**src/hdl/assert_macros.svh**
```systemverilog
// assertion macros shared by the responder rtl
`ifndef ASSERT_MACROS_SVH
`define ASSERT_MACROS_SVH

// condition holds at every clock edge outside reset
`define ASSERT_HOLDS(lbl, clk, rst_n, cond) \
	lbl: assert property (@(posedge clk) disable iff (!(rst_n)) (cond)) \
		else $error("assertion failed: condition does not hold");

// condition in one cycle implies another in the next cycle
`define ASSERT_NEXT(lbl, clk, rst_n, pre, post) \
	lbl: assert property (@(posedge clk) disable iff (!(rst_n)) (pre) |=> (post)) \
		else $error("assertion failed: next-cycle implication");

`endif

```
**src/hdl/scmr_pkg.sv**
```systemverilog
// package: types, codes and reply tables of the codec message responder
`default_nettype none
package scmr_pkg;

	// frame parsing phases
	localparam logic [1:0] PH_IDLE  = 2'd0;
	localparam logic [1:0] PH_HEAD  = 2'd1;
	localparam logic [1:0] PH_BODY  = 2'd2;
	localparam logic [1:0] PH_REPLY = 2'd3;

	// error codes
	localparam logic [1:0] ERR_NONE    = 2'd0;
	localparam logic [1:0] ERR_IDLE    = 2'd1;
	localparam logic [1:0] ERR_LENGTH  = 2'd2;
	localparam logic [1:0] ERR_UNKNOWN = 2'd3;

	// framing bytes
	localparam logic [7:0] SYNC_BYTE = 8'hAA;
	localparam logic [7:0] ZERO_BYTE = 8'h00;
	localparam logic [15:0] SHORT_LEN = 16'd4;

	// configuration register
	localparam logic CFG_IDX_TZ = 1'b0;
	localparam logic [7:0] TZ_RESET = 8'd32;

	// largest accepted body length
	localparam int unsigned MAX_BODY_DEF = 2048;

	typedef struct packed {
		logic [1:0]  phase;
		logic [15:0] cnt;
		logic [7:0]  prev;
		logic [15:0] flen;
		logic [15:0] fid;
		logic        pend;
		logic [2:0]  kind;
	} state_t;

	typedef struct packed {
		logic [7:0] tx_byte;
		logic       reply_last;
		logic       irq_pulse;
		logic [1:0] error_code;
	} result_t;

	// request id to reply kind, msb flags a known id
	function automatic logic [3:0] id_lookup(input logic [15:0] id);
		logic [3:0] r;
		unique case (id)
			16'h0080: r = 4'b1_000;
			16'h0082: r = 4'b1_001;
			16'h00A0: r = 4'b1_010;
			16'h0003: r = 4'b1_011;
			16'h0008: r = 4'b1_100;
			16'h0010: r = 4'b1_101;
			16'h0062: r = 4'b1_110;
			16'h0064: r = 4'b1_111;
			default:  r = 4'b0_000;
		endcase
		return r;
	endfunction

	// payload length of each reply kind
	function automatic logic [2:0] rsp_len(input logic [2:0] kind);
		logic [2:0] r;
		case (kind)
			3'd0, 3'd1: r = 3'd1;
			3'd2:       r = 3'd4;
			default:    r = 3'd2;
		endcase
		return r;
	endfunction

	// reply id of each kind
	function automatic logic [15:0] rsp_id(input logic [2:0] kind);
		logic [15:0] r;
		case (kind)
			3'd0:    r = 16'h0081;
			3'd1:    r = 16'h0083;
			3'd2:    r = 16'h00A1;
			3'd3:    r = 16'h0004;
			3'd4:    r = 16'h0009;
			3'd5:    r = 16'h0011;
			3'd6:    r = 16'h0063;
			default: r = 16'h0065;
		endcase
		return r;
	endfunction

	// total reply bytes including the pad for odd payloads
	function automatic logic [3:0] rsp_size(input logic [2:0] kind);
		logic [2:0] len;
		len = rsp_len(kind);
		return 4'd6 + {1'b0, len} + {3'b000, len[0]};
	endfunction

	// byte at position idx of the reply frame
	function automatic logic [7:0] reply_byte(input logic [2:0] kind, input logic [3:0] idx);
		logic [7:0]  fs;
		logic [15:0] id;
		logic [7:0]  r;
		fs = 8'd4 + {5'b0, rsp_len(kind)};
		id = rsp_id(kind);
		case (idx) inside
			4'd0:         r = ZERO_BYTE;
			4'd1:         r = SYNC_BYTE;
			4'd2:         r = ZERO_BYTE;
			4'd3:         r = fs;
			4'd4:         r = id[15:8];
			4'd5:         r = id[7:0];
			4'd7:         r = (kind == 3'd0 || kind == 3'd1) ? 8'h01 :
			                  (kind == 3'd2) ? 8'h02 : 8'h00;
			default:      r = 8'h00;
		endcase
		return r;
	endfunction

endpackage
`default_nettype wire

```
**src/hdl/scmr_cfg.sv**
```systemverilog
// apb register file holding the turnaround zero count
`default_nettype none
module scmr_cfg (
	input  wire logic        clk,
	input  wire logic        arst_n,
	input  wire logic        psel,
	input  wire logic        penable,
	input  wire logic        pwrite,
	input  wire logic [2:0]  paddr,
	input  wire logic [31:0] pwdata,
	output logic [31:0]      prdata,
	output logic             pready,
	output logic [7:0]       tz
);
	logic [7:0] tz_q;
	logic       wr_en;

	// write strobe on the access phase
	assign pready = 1'b1;
	assign wr_en  = psel && penable && pwrite && (paddr[2] == scmr_pkg::CFG_IDX_TZ);

	always_ff @(posedge clk or negedge arst_n) begin
		if (!arst_n) begin
			tz_q <= scmr_pkg::TZ_RESET;
		end else if (wr_en) begin
			tz_q <= pwdata[7:0];
		end
	end

	// read back
	assign prdata = (paddr[2] == scmr_pkg::CFG_IDX_TZ) ? {24'b0, tz_q} : 32'b0;
	assign tz     = tz_q;
endmodule
`default_nettype wire

```
**src/hdl/scmr_step.sv**
```systemverilog
// next-state and result logic for one spi byte transfer
`default_nettype none
module scmr_step #(
	parameter int unsigned MAX_BODY = scmr_pkg::MAX_BODY_DEF
) (
	input  wire scmr_pkg::state_t st,
	input  wire logic             cmd,
	input  wire logic [7:0]       rx_byte,
	input  wire logic [7:0]       tz,
	output scmr_pkg::state_t      nxt,
	output scmr_pkg::result_t     res
);
	localparam logic [15:0] MAX_LEN = 16'(MAX_BODY);

	logic [15:0] cnt_sat;
	logic [15:0] cnt_inc;
	logic [15:0] fid_full;
	logic [15:0] id_sel;
	logic [3:0]  look;
	logic        len_bad;
	logic [3:0]  size;

	// shared counter arithmetic and id lookup
	assign cnt_inc  = st.cnt + 16'd1;
	assign cnt_sat  = (st.cnt == 16'hFFFF) ? st.cnt : cnt_inc;
	assign fid_full = {st.fid[15:8], rx_byte};
	assign id_sel   = (st.phase == scmr_pkg::PH_HEAD) ? fid_full : st.fid;
	assign look     = scmr_pkg::id_lookup(id_sel);
	assign len_bad  = (st.flen == 16'd0) || (st.flen > MAX_LEN);
	assign size     = scmr_pkg::rsp_size(st.kind);

	// frame state machine
	always_comb begin
		nxt = st;
		res = '0;
		if (cmd) begin
			nxt.phase = scmr_pkg::PH_IDLE;
			nxt.cnt   = 16'd0;
			nxt.prev  = 8'd0;
			nxt.pend  = 1'b0;
		end else begin
			unique case (st.phase)
				scmr_pkg::PH_IDLE: begin
					if (st.prev == scmr_pkg::ZERO_BYTE && rx_byte == scmr_pkg::SYNC_BYTE) begin
						nxt.phase = scmr_pkg::PH_HEAD;
						nxt.cnt   = 16'd0;
					end else if (rx_byte == scmr_pkg::ZERO_BYTE) begin
						nxt.cnt = cnt_sat;
						if (cnt_sat >= {8'b0, tz} && st.pend) begin
							nxt.phase = scmr_pkg::PH_REPLY;
							nxt.cnt   = 16'd0;
						end
					end else begin
						res.error_code = scmr_pkg::ERR_IDLE;
						nxt.cnt        = 16'd0;
					end
				end
				scmr_pkg::PH_HEAD: begin
					case (st.cnt[1:0])
						2'd0: begin
							nxt.flen = {rx_byte, 8'b0};
							nxt.cnt  = 16'd1;
						end
						2'd1: begin
							nxt.flen = {st.flen[15:8], rx_byte};
							nxt.cnt  = 16'd2;
						end
						2'd2: begin
							nxt.fid = {rx_byte, 8'b0};
							nxt.cnt = 16'd3;
						end
						default: begin
							nxt.fid = fid_full;
							nxt.cnt = 16'd0;
							if (len_bad) begin
								res.error_code = scmr_pkg::ERR_LENGTH;
								nxt.phase      = scmr_pkg::PH_IDLE;
							end else if (st.flen == scmr_pkg::SHORT_LEN) begin
								nxt.phase = scmr_pkg::PH_IDLE;
								if (look[3]) begin
									nxt.kind      = look[2:0];
									nxt.pend      = 1'b1;
									res.irq_pulse = 1'b1;
								end else begin
									res.error_code = scmr_pkg::ERR_UNKNOWN;
								end
							end else begin
								nxt.phase = scmr_pkg::PH_BODY;
							end
						end
					endcase
				end
				scmr_pkg::PH_BODY: begin
					nxt.cnt = cnt_inc;
					if (cnt_inc >= st.flen) begin
						nxt.phase = scmr_pkg::PH_IDLE;
						nxt.cnt   = 16'd0;
						if (look[3]) begin
							nxt.kind      = look[2:0];
							nxt.pend      = 1'b1;
							res.irq_pulse = 1'b1;
						end else begin
							res.error_code = scmr_pkg::ERR_UNKNOWN;
						end
					end
				end
				default: begin
					res.tx_byte = scmr_pkg::reply_byte(st.kind, st.cnt[3:0]);
					nxt.cnt     = cnt_inc;
					if (cnt_inc >= {12'b0, size}) begin
						res.reply_last = 1'b1;
						nxt.phase      = scmr_pkg::PH_IDLE;
						nxt.cnt        = 16'd0;
						nxt.pend       = 1'b0;
					end
				end
			endcase
			nxt.prev = rx_byte;
		end
	end
endmodule
`default_nettype wire

```
**src/hdl/spi_codec_message_responder_unit.sv**
```systemverilog
// top level of the spi codec message responder
//
//   channel | direction | handshake          | payload
//   --------+-----------+--------------------+----------------------------------------
//   in      | to block  | in_valid/in_ready  | cmd, rx_byte
//   out     | from block| out_valid/out_ready| tx_byte, reply_last, irq_pulse, error_code
//   apb     | to block  | psel/penable       | paddr, pwdata, prdata
//
// one transfer in per cycle unless the result register stalls: input register,
// then the frame logic writes the result register and the frame state together.
// reset clears the frame state and loads the tz register with 32.
// a stalled result holds the result register; the input register takes the
// next byte as long as the result register drains or is empty.
`default_nettype none
`include "assert_macros.svh"
module spi_codec_message_responder_unit #(
	parameter int unsigned MAX_BODY = scmr_pkg::MAX_BODY_DEF
) (
	input  wire logic        clk,
	input  wire logic        arst_n,
	input  wire logic        psel,
	input  wire logic        penable,
	input  wire logic        pwrite,
	input  wire logic [2:0]  paddr,
	input  wire logic [31:0] pwdata,
	output logic [31:0]      prdata,
	output logic             pready,
	input  wire logic        in_valid,
	output logic             in_ready,
	input  wire logic        cmd,
	input  wire logic [7:0]  rx_byte,
	output logic             out_valid,
	input  wire logic        out_ready,
	output logic [7:0]       tx_byte,
	output logic             reply_last,
	output logic             irq_pulse,
	output logic [1:0]       error_code
);
	logic              valid_s1;
	logic              cmd_s1;
	logic [7:0]        rx_s1;
	logic              valid_s2;
	scmr_pkg::result_t res_s2;
	scmr_pkg::state_t  st_q;
	scmr_pkg::state_t  st_nxt;
	scmr_pkg::result_t res;
	logic [7:0]        tz;
	logic              advance;
	logic              in_xfer;

	scmr_cfg u_cfg (
		.clk     (clk),
		.arst_n  (arst_n),
		.psel    (psel),
		.penable (penable),
		.pwrite  (pwrite),
		.paddr   (paddr),
		.pwdata  (pwdata),
		.prdata  (prdata),
		.pready  (pready),
		.tz      (tz)
	);

	scmr_step #(.MAX_BODY(MAX_BODY)) u_step (
		.st      (st_q),
		.cmd     (cmd_s1),
		.rx_byte (rx_s1),
		.tz      (tz),
		.nxt     (st_nxt),
		.res     (res)
	);

	// handshake control
	assign advance  = valid_s1 && (!valid_s2 || out_ready);
	assign in_ready = !valid_s1 || advance;
	assign in_xfer  = in_valid && in_ready;

	// input register
	always_ff @(posedge clk or negedge arst_n) begin
		if (!arst_n) begin
			valid_s1 <= 1'b0;
		end else if (in_xfer) begin
			valid_s1 <= 1'b1;
		end else if (advance) begin
			valid_s1 <= 1'b0;
		end
	end

	always_ff @(posedge clk) begin
		if (in_xfer) begin
			cmd_s1 <= cmd;
			rx_s1  <= rx_byte;
		end
	end

	// frame state
	always_ff @(posedge clk or negedge arst_n) begin
		if (!arst_n) begin
			st_q <= '{phase: scmr_pkg::PH_IDLE, default: '0};
		end else if (advance) begin
			st_q <= st_nxt;
		end
	end

	// result register
	always_ff @(posedge clk or negedge arst_n) begin
		if (!arst_n) begin
			valid_s2 <= 1'b0;
		end else if (advance) begin
			valid_s2 <= 1'b1;
		end else if (out_ready) begin
			valid_s2 <= 1'b0;
		end
	end

	always_ff @(posedge clk) begin
		if (advance) begin
			res_s2 <= res;
		end
	end

	assign out_valid  = valid_s2;
	assign tx_byte    = res_s2.tx_byte;
	assign reply_last = res_s2.reply_last;
	assign irq_pulse  = res_s2.irq_pulse;
	assign error_code = res_s2.error_code;

	// checks
	`ASSERT_HOLDS(a_reply_needs_pending, clk, arst_n,
		st_q.phase != scmr_pkg::PH_REPLY || st_q.pend)
	`ASSERT_HOLDS(a_irq_without_error, clk, arst_n,
		!valid_s2 || !res_s2.irq_pulse || res_s2.error_code == scmr_pkg::ERR_NONE)
	`ASSERT_HOLDS(a_head_count_bounded, clk, arst_n,
		st_q.phase != scmr_pkg::PH_HEAD || st_q.cnt[15:2] == 14'd0)
	`ASSERT_NEXT(a_pin_reset_clears, clk, arst_n, advance && cmd_s1,
		st_q.phase == scmr_pkg::PH_IDLE && !st_q.pend && st_q.cnt == 16'd0)
endmodule
`default_nettype wire
```
**config.mk**
```make
export PLATFORM = sky130hd
export DESIGN_NAME = spi_codec_message_responder_unit
export DESIGN_NICKNAME = d
export VERILOG_FILES = /design/src/hdl/scmr_pkg.sv /design/src/hdl/scmr_cfg.sv /design/src/hdl/scmr_step.sv /design/src/hdl/spi_codec_message_responder_unit.sv
export VERILOG_INCLUDE_DIRS = /design/src /design/src/hdl
export SDC_FILE = /design/constraint.sdc
export NUM_CORES = 1
export LEC_CHECK = 0
export BUFFER_PORTS_ARGS = -buffer_cell sky130_fd_sc_hd__buf_2
export CORE_UTILIZATION = 35
export DETAILED_ROUTE_END_ITERATION = 6
export GPL_ROUTABILITY_DRIVEN = 0
export PLACE_DENSITY = 0.6
export SYNTH_ARGS = -nofsm -noshare
export SYNTH_HDL_FRONTEND = slang
export SYNTH_SLANG_ARGS = --single-unit
```
**constraint.sdc**
```tcl
create_clock -name clk -period 3.7 [get_ports clk]
set_input_delay 0.37 -clock clk [delete_from_list [all_inputs] [get_ports clk]]
set_output_delay 0.37 -clock clk [all_outputs]
set_load 0.01 [all_outputs]
```
[Yosys cells after proc, flatten, opt, wreduce, memory -nomap -nowiden]
Index checks and enable logic that the tools add are counted.
Word-level totals
  bits in registers: 93
  latch bits: 0
  bits in writable memories: 0
  ROM bits: 0
  input port bits: 51
  output and inout port bits: 47
  word-level logic and storage cells: 164
  memories kept: 0
Operators by class
  add/subtract/negate cells: 4
  $mul: 0
  div/mod/pow operators: 0
  magnitude comparators: 4
  eq/ne operators: 38
  shift-type cells: 0
  muxes and demuxes: 55
  bitwise logic cells: 4
  reduce and logical (&&, ||, !) cells: 40
Operators by type and width (count)
  18-bit 2-to-1 mux: 4
  8-bit 2-to-1 mux: 9
  16-bit case mux with 2 select lines: 2
  8-bit case mux with 7 select lines: 1
  18-bit case mux with 3 select lines: 1
  16-bit by 8-bit == test with 1-bit output, second input constant: 3
  16-bit by 7-bit == test with 1-bit output, second input constant: 2
  16-bit 2-to-1 mux: 2
  4-bit case mux with 8 select lines: 1
  26-bit 2-to-1 mux: 1
  4-bit 2-to-1 mux: 5
  16-bit by 1-bit adder with 16-bit output, second input constant: 1
  16-bit == test, second input constant: 1
  16-bit by 2-bit == test with 1-bit output, second input constant: 1
  16-bit by 3-bit == test with 1-bit output, second input constant: 1
  16-bit by 4-bit == test with 1-bit output, second input constant: 1
  16-bit by 5-bit == test with 1-bit output, second input constant: 1
  16-bit greater-or-equal comparator: 1
  16-bit by 4-bit greater-or-equal comparator with 1-bit output: 1
  16-bit by 8-bit greater-or-equal comparator with 1-bit output: 1
  16-bit by 12-bit > comparator with 1-bit output, second input constant: 1
  16-bit logical NOT: 1
  8-bit logical NOT: 2
  2-bit 2-to-1 mux: 8
  other kinds (41): 93

[Depth between registers and ports, before layout]
Gate-level depths: netlist of run 1.
  depth in word-level cells: 10
  depth in mapped cells: 15
  depth with buffers taken out: 13

[By module]
From an unflattened synthesis of run 1, not the netlist that was laid out.
Unflattened totals
  cells, all modules: 702
  area, all modules: 6925.4 µm²
By module, submodules not included
  spi_codec_message_responder_unit: instances 1, cells an instance 160, area each 3274.4 µm², seq. area each 2232.1 µm²
  scmr_step: instances 1, cells an instance 490, area each 3070.4 µm², seq. area each 0.0 µm²
  scmr_cfg: instances 1, cells an instance 52, area each 580.6 µm², seq. area each 201.4 µm²

[Worst setup path before layout of run 1]
No wires, ideal clock.
  path kind: register to register
  start point: register st_q[44] in the netlist's numbering
  end point: register res_s2, in the netlist error_code[1] (data pin)
  library setup time: 0.259 ns
  arrival time: 3.184 ns
  required time: 3.441 ns
  setup slack: 0.257 ns
  stages on the path, launching flop included: 15
  buffers on the path: 2
  period minus slack after synthesis: 3.443 ns
  path through: dfrtp_1 > buf_2 > nand3_1 > or3_1 > buf_2 > nor2_1 > xor2_1 > ha_1 > a21oi_1 > nand2_1 > a2111oi_0 > a21boi_0 > o31a_1 > nor4bb_1 > a211o_1
On the way
  cells in the longest elaborated chain, start to end: 4
  elaborated cells on any way between the ends: 9
  those cells by class: 1 x add/sub; 1 x order compare; 2 x eq/ne; 3 x mux; 2 x reduce/logical
RTL lines
  from (decl): RTL line spi_codec_message_responder_unit.sv:44  | scmr_pkg::state_t st_q;
  from (signal assigned): RTL line spi_codec_message_responder_unit.sv:101  | st_q <= st_nxt;
  16-bit by 1-bit adder with 16-bit output, or another cell as far along: RTL line scmr_step.sv:24  | assign cnt_inc = st.cnt + 16'd1;
  16-bit greater-or-equal comparator or 3-bit OR reduction (tied branches)
  3-bit 2-to-1 mux, on equally long branches: RTL line scmr_step.sv:95, scmr_step.sv:59
  2-bit case mux with 3 select lines *: RTL line scmr_step.sv:42  | unique case (st.phase)
  to (signal assigned): RTL line spi_codec_message_responder_unit.sv:118  | res_s2 <= res;
  to (decl): RTL line spi_codec_message_responder_unit.sv:43  | scmr_pkg::result_t res_s2;
Every way passes the cells marked *; elsewhere a longest branch is shown, timed or not.
A chain may end at the register's enable or synchronous reset.

[Worst setup path in the final report of run 1]
  start point: register st_q[49] in the netlist's numbering
  end point: register res_s2, in the netlist error_code[1] (data pin)
On the way
  cells in the longest elaborated chain, start to end: 4
RTL lines
  16-bit by 1-bit adder with 16-bit output: RTL line scmr_step.sv:24
  16-bit greater-or-equal comparator: RTL line scmr_step.sv:95  | if (cnt_inc >= st.flen) begin
  3-bit 2-to-1 mux: RTL line scmr_step.sv:95
  2-bit case mux with 3 select lines: RTL line scmr_step.sv:42
No other way between the ends.

==> summary.txt, run 1 <==
Die
  • Die X: 137 um
  • FP Rows: 48
  • Io pins: 98
  • Full die area: 0.0187 mm^2
  • Core area: 0.0175 mm^2
  • Starting density of the core: 36.3%
  • Die Y: 137 um

Layout
  • Antenna fix cells: 0
  • Non-filler instance count after layout: 986
  • Fraction of layout cells with a size suffix above 1: 20.1%
  • Post-layout net count: 841
  • Fin area: 0.00724 mm^2
  • FF+latch area: 0.00244 mm^2
  • Fill cells: 1753
  • Layout area overhead: 14.2%
  • Footprint of the multi-input gates: 0.00351 mm^2

Route
  • Vias per inst: 5.29
  • Drt first pass iters: 4
  • Vias after detailed routing: 5215
  • Residual DRC count: 0
  • Post-DR wirelength/cell: 16.0 um
  • Routed WL: 15800 um
  • Detailed router's first-iteration violation count: 329
  • Post-DRT Antenna Nets: 0

Global routing
  • Vias in the first global route: 4805
  • Gr ovfl total: 0
  • Initial antenna violation count: 0
  • Global Route Usage Sum: 17.7%
  • Largest net degree at the start of global routing: 73
  • First-pass GRT wire length: 25200 um

Placement
  • Placement Cell Area: 0.00685 mm^2
  • DPL Wire Length: 11400 um
  • DP Cell Count: 967
  • Port bufs: 46

Timing
  • Final setup violation count: 0
  • Relative slew slack: 35.5%
  • Unrepaired setup endpoints after global routing: true
  • Final Max Tran Viols: 0
  • Final hold viol count: 0
  • Final setup skew: 0.0131 ns
  • Slew @ Worst Pin: 0.964 ns
  • Fmax: 0.290 GHz
  • Period Utilization, post-route: 93.3%
  • Clock period minus worst slack: 3.45 ns

Setup path
  • R2R Setup Slk: 0.25 ns
  • Worst setup SP type: flip-flop
  • Crit path required time: 3.81 ns
  • R2R cell count: 13
  • CP arrival: 3.56 ns
  • Reg2reg start: st_q[49]
  • Worst R2R End: error_code[1]
  • WS Path Type: reg2reg
  • Crit end category: flip-flop
  • Critical path peak fanout: 4

Power and ir drop
  • Worst VDD drop: 0.238 mV
  • Leak Pwr: 0.00325 uW
  • PwrDens: 381 mW/mm^2

Yosys
  • FF+latch count, synth: 93
  • Synth warn: 0
  • Avg Inst Size Synth: 9.07 um^2
  • Synth unique cells: 83
  • Mapped Cells: 699
  • EDFF count, synth: 21
  • Register area share after synthesis: 38.4%
  • Prevailing post-synth register cell: dfrtp_1
  • Area of the mapped netlist: 0.00634 mm^2
  • Fraction of registers with async set/reset: 77.4%

Clock network
  • CTS tree: done
  • H-Tree Depth: 3
  • Root buffer cell: clkbuf_16
  • Num CTS Buffers: 9
  • Clock buffer depth: 2
  • Clk_lat worst skew: 0.36 ns
  • CTS sink cnt: 93
  • Clk pin slew, worst setup/hold paths: 0.07 ns
  • Hold_buf cts: 0

Flow run
  • Maxcap violations: 0

Min path
  • Worst min path class: in2async

Run status
  • Status: finished, final reports clean
## synthesized netlist by cell type, drive strengths merged (4+ instances only)
cell | count | area (um^2)
and3 | 5 | 31.3
a21o | 4 | 30.0
nor2b | 6 | 37.5
edfxtp | 21 | 631
nand4 | 6 | 52.6
o22ai | 7 | 43.8
o21ai | 54 | 285
o211ai | 8 | 60.1
nand3 | 26 | 135
nand2 | 74 | 278
or4 | 6 | 45.0
ha | 34 | 425
nand2b | 21 | 131
nor4 | 14 | 136
or3 | 4 | 25.0
inv | 44 | 165
buf | 36 | 255
o31ai | 9 | 81.3
xnor2 | 11 | 96.3
mux2 | 18 | 206
xor2 | 5 | 43.8
a22oi | 5 | 37.5
clkbuf | 26 | 97.6
nor3 | 19 | 105
nor2 | 46 | 175
a21oi | 25 | 129
dfrtp | 71 | 1780
mux2i | 8 | 80.1
nor3b | 7 | 67.6
a31oi | 10 | 62.6
or2 | 5 | 31.3
nand3b | 9 | 67.6
## report_power, final
group          internal, uW  switching [uW]  leakage (uW)
Combinational           195             300       0.00200
Clock                   543             467      0.000156
Sequential             1160            91.2       0.00109
Total                  1900             858       0.00325
## state kept, by name, summed over array words and instances (netlist names)
signal,cells
st_q,62
rx_s1,8
tx_byte,8
u_cfg.tz,8
error_code,2
cmd_s1,1
irq_pulse,1
out_valid,1
reply_last,1
valid_s1,1
## layer usage
layer	GRT usage [%]	wire length [um]	vias up	part of all wire, %
met5	0	0	-	0
met4	5.68	277	0	1.8
met3	3.52	669	19	4.2
met2	26.8	7080	115	45
met1	25.2	7730	2490	49
li1	-	-	2591	-
## how the worst max path moves through the flow
| stage | depth (start not counted) | slack [ns] | startpoint | to |
|---|---|---|---|---|
| final | 13 | 0.25 | st_q[49] | error_code[1] |
| after detailed placement | 14 | 0.08 | st_q[49] | st_q[60] |
| after global routing | 14 | -0.003 | st_q[45] | st_q[1] |
| after global placement | 14 | 0.12 | st_q[45] | st_q[60] |
| after CTS | 14 | 0.06 | st_q[49] | st_q[60] |
| after floorplan | 14 | 0.26 | st_q[44] | error_code[1] |
## through the flow
step | utilization, % | hold slack [ns] | power [uW] | setup TNS (ns) | setup WS (ns)
after floorplan | - | 0.0744 | 1610 | 0 | 0.257
after global placement | 39.2 | 0.454 | 1750 | 0 | 0.115
after detailed placement | 39.2 | 0.461 | 1760 | 0 | 0.0839
after CTS | 41.0 | 0.175 | 2770 | 0 | 0.0646
after global routing | 41.4 | 0.170 | 2900 | -0.00250 | -0.00250
final | 41.4 | 0.167 | 2760 | 0 | 0.248
## worst max-delay path, cell delays in order, from the launching register on
cell	delay [ns]
dfrtp_2	0.42
nand4_4	0.10
or3_1	0.42
nor2_1	0.14
xor2_1	0.23
ha_1	0.32
a21oi_2	0.15
nand2_1	0.07
a2111oi_1	0.36
buf_4	0.18
a21boi_0	0.08
o31a_1	0.36
nor4bb_1	0.15
a211o_1	0.23
## placed cells by master (no fill, tap or decap), drive strengths merged, types with 4 or more instances in the layout
master,count
nand3,26
nor2,46
inv,49
conb,26
mux2,18
nand4,6
dfrtp,71
buf,84
nand2b,21
mux2i,8
and3,5
xnor2,11
a21o,4
clkbuf,9
nor2b,6
xor2,5
a31oi,10
or3,4
o21ai,54
nor3,19
nand2,74
o22ai,7
a21oi,25
o31ai,9
or2,5
o211ai,8
nand3b,9
a22oi,5
or4,6
nor3b,7
ha,34
nor4,14
edfxtp,21
## cell families after synthesis
logic type | count (synthesis) | share of synthesized area [%]
compound gates | 159 | 17.1
simple gates | 262 | 22.7
other cells | 2 | 0.118
flops | 93 | 38.4
fa+ha+maj | 34 | 6.71
xor+xnor | 16 | 2.21
mux | 26 | 4.52
buf+inv | 107 | 8.23
## area by class of cell
type | instances | area share [%]
sequential | 93 | 33.7
inverter | 45 | 2.33
tap | 225 | 3.89
clock inverter | 7 | 1.19
clock buffer | 9 | 3.11
multi-input combinational | 523 | 48.5
timing repair buffer | 84 | 7.33
## what timing repair did
item,4_1_cts,5_1_grt
buffers inserted,0,3
gates resized for setup,0,9
setup endpoints to repair,0,20
endpoints found under the hold margin,0,0
Note: power is estimated with default switching activity, not from simulation.
==> run 2, diff against run 1 <==
- CORE_ASPECT_RATIO: unset -> 0.8
- PLACE_DENSITY: 0.6 -> 0.58
- clock period: 3.7 -> 3.6 ns (I/O delays scaled with it)
==> run 2 against run 1 <==
  * Core utilization is 0.77 points higher
  * First-iteration DRC count is 50% higher
  * Power increased by 2.1%
  * Worst hold slack worse by 0.0099 ns
  * Cell count up 1.8%
  * Clock skew decreased by 0.0038 ns
  * Global-route usage rose by 0.58 points
  * Critical path type unchanged
==> summary.txt, run 2 (same netlist as run 1, synthesis figures left out) <==
Setup path
  • WS Path Type: reg2reg
  • Critical path peak fanout: 4
  • Crit end category: flip-flop
  • Crit path buf inv count: 1
  • Worst setup SP type: flip-flop
  • Crit path required time: 3.72 ns
  • Critical Path Max Stage Delay: 0.41 ns
  • Worst path slowest cell: dfrtp_1
  • Crit path cell chain: nand3_1 -> or3_4 -> nor2_1 -> xor2_1 -> ha_1 -> a21oi_2 -> nand2_1 -> a2111oi_2 -> buf_4 -> a21boi_0 -> o31a_1 -> nor4bb_1 -> a211o_1
  • CP arrival: 3.59 ns
  • CP top delay family: compound AO/OA/AOI/OAI gates

Layout
  • Largest Register: st_q
  • Highest-count cells in the layout ignoring fill and taps: 73 x nand2_1, 71 x dfrtp_1, 57 x buf_4, 45 x buf_2
  • Antenna fix cells: 0
  • Final core utilization: 42.2%
  • FF+latch area: 0.00243 mm^2
  • Layout area overhead: 16.7%
  • Fill cells: 1740
  • Fraction of layout cells with a size suffix above 1: 22.5%
  • Max reg flops: 62
  • Post-layout net count: 859
  • Most common cell after layout, fill and taps aside: nand2_1
  • Non-filler instance count after layout: 1004
  • Footprint of the multi-input gates: 0.00355 mm^2

Global routing
  • Gr ovfl total: 0
  • Global Route Usage Sum: 18.3%
  • Vias in the first global route: 4936
  • Initial antenna violation count: 0
  • First-pass GRT wire length: 26400 um
  • Largest net degree at the start of global routing: 73

Timing
  • Final setup violation count: 0
  • Period Utilization, post-route: 96.6%
  • Fmax: 0.288 GHz
  • Clock period minus worst slack: 3.48 ns
  • Slew @ Worst Pin: 0.986 ns
  • Relative slew slack: 34.3%
  • Final setup skew: 0.00931 ns
  • Final Max Tran Viols: 0
  • Unrepaired setup endpoints after global routing: true
  • Final hold viol count: 0

Route
  • Post-DR wirelength/cell: 16.6 um
  • Post-DRT Antenna Nets: 0
  • Met3 wire len: 746 um
  • Drt first pass iters: 7
  • Wire length on met2: 7070 um
  • Top Layer Used: met4
  • Vias per inst: 5.27
  • Detailed router's first-iteration violation count: 494
  • Residual DRC count: 0
  • Routed WL: 16600 um
  • Vias after detailed routing: 5294
  • Detailed-routing wirelength on met1: 8620 um

Die
  • Die X: 152 um
  • Starting density of the core: 36.1%
  • Full die area: 0.0187 mm^2
  • Core area: 0.0175 mm^2
  • Die Y: 122 um
  • Io pins: 98
  • FP Rows: 43

Clock network
  • CTS sink cnt: 93
  • Clk pin slew, worst setup/hold paths: 0.08 ns
  • Clk_lat worst skew: 0.36 ns
  • Num CTS Buffers: 9
  • CTS tree: done
  • Clock buffer depth: 2
  • H-Tree Depth: 3
  • Root buffer cell: clkbuf_16

Run status
  • Status: finished, final reports clean

Placement
  • DPL Wire Length: 12100 um
  • Port bufs: 46
  • DP Cell Count: 986

Power and ir drop
  • PwrDens: 381 mW/mm^2
  • Worst VDD drop: 0.245 mV
  • Leak Pwr: 0.00338 uW
  • Tot Pwr: 2820 uW

Min path
  • Worst min path class: in2async

Flow run
  • Maxcap violations: 0
run 2: cell count changes in the layout (fill, tap and decap cells not counted), sizes merged:
cell	delta
inv	-1
bufinv	-1
buf	+18
clkinv	+2
run 2: timing repair:
item,4_1_cts,5_1_grt
pin swaps,0,5
hold buffers,0,0
resized for setup,1,14
setup buffers,0,2
endpoints found under the setup margin,3,25
run 2: per-stage QoR:
| step | cell area (um^2) | worst slack [ns] | hold slack [ns] | TNS [ns] |
|---|---|---|---|---|
| 4_1_cts | 7310 | 0.00821 | 0.151 | 0 |
| 5_1_grt | 7400 | -0.0947 | 0.143 | -0.334 |
| 6_report | 7400 | 0.123 | 0.157 | 0 |
| 3_5_place_dp | 7000 | -0.0305 | 0.458 | -0.0508 |
| 2_1_floorplan | 6430 | 0.157 | 0.0644 | 0 |
| 3_3_place_gp | 7000 | 0.0719 | 0.453 | 0 |
run 2: path summary, 6_finish.rpt:
kind                       depth (start not counted)  startpoint             to  slack [ns]
setup / recovery                                  13    st_q[44]  error_code[1]        0.12
hold / removal                                     1      arst_n       st_q[19]        0.16
setup reg to reg                                  13    st_q[44]  error_code[1]        0.12
hold reg to reg                                    2    st_q[43]       st_q[43]        0.48
max in group asynchronous                          1      arst_n       st_q[50]        2.81
min in group clk                                   1  rx_byte[0]       rx_s1[0]        0.16
run 2: area by class of cell:
class	count	area share [%]
clock buffer	9	3.04
clock inverter	7	1.17
inverter	45	2.28
multi-input combinational	523	48.0
sequential	93	32.9
tap	225	3.81
timing repair buffer	102	8.83
run 2: report_power, final:
group	internal [uW]	switching, uW	total (uW)
registers	1200	92.8	1290
clock network	502	510	1010
logic	204	314	519
total	1900	917	2820
run 2: layer usage:
metal	up-vias	track usage, %
li1	2612	-
met1	2532	26.9
met2	134	27.4
met3	16	3.25
met4	0	5.49
met5	-	0
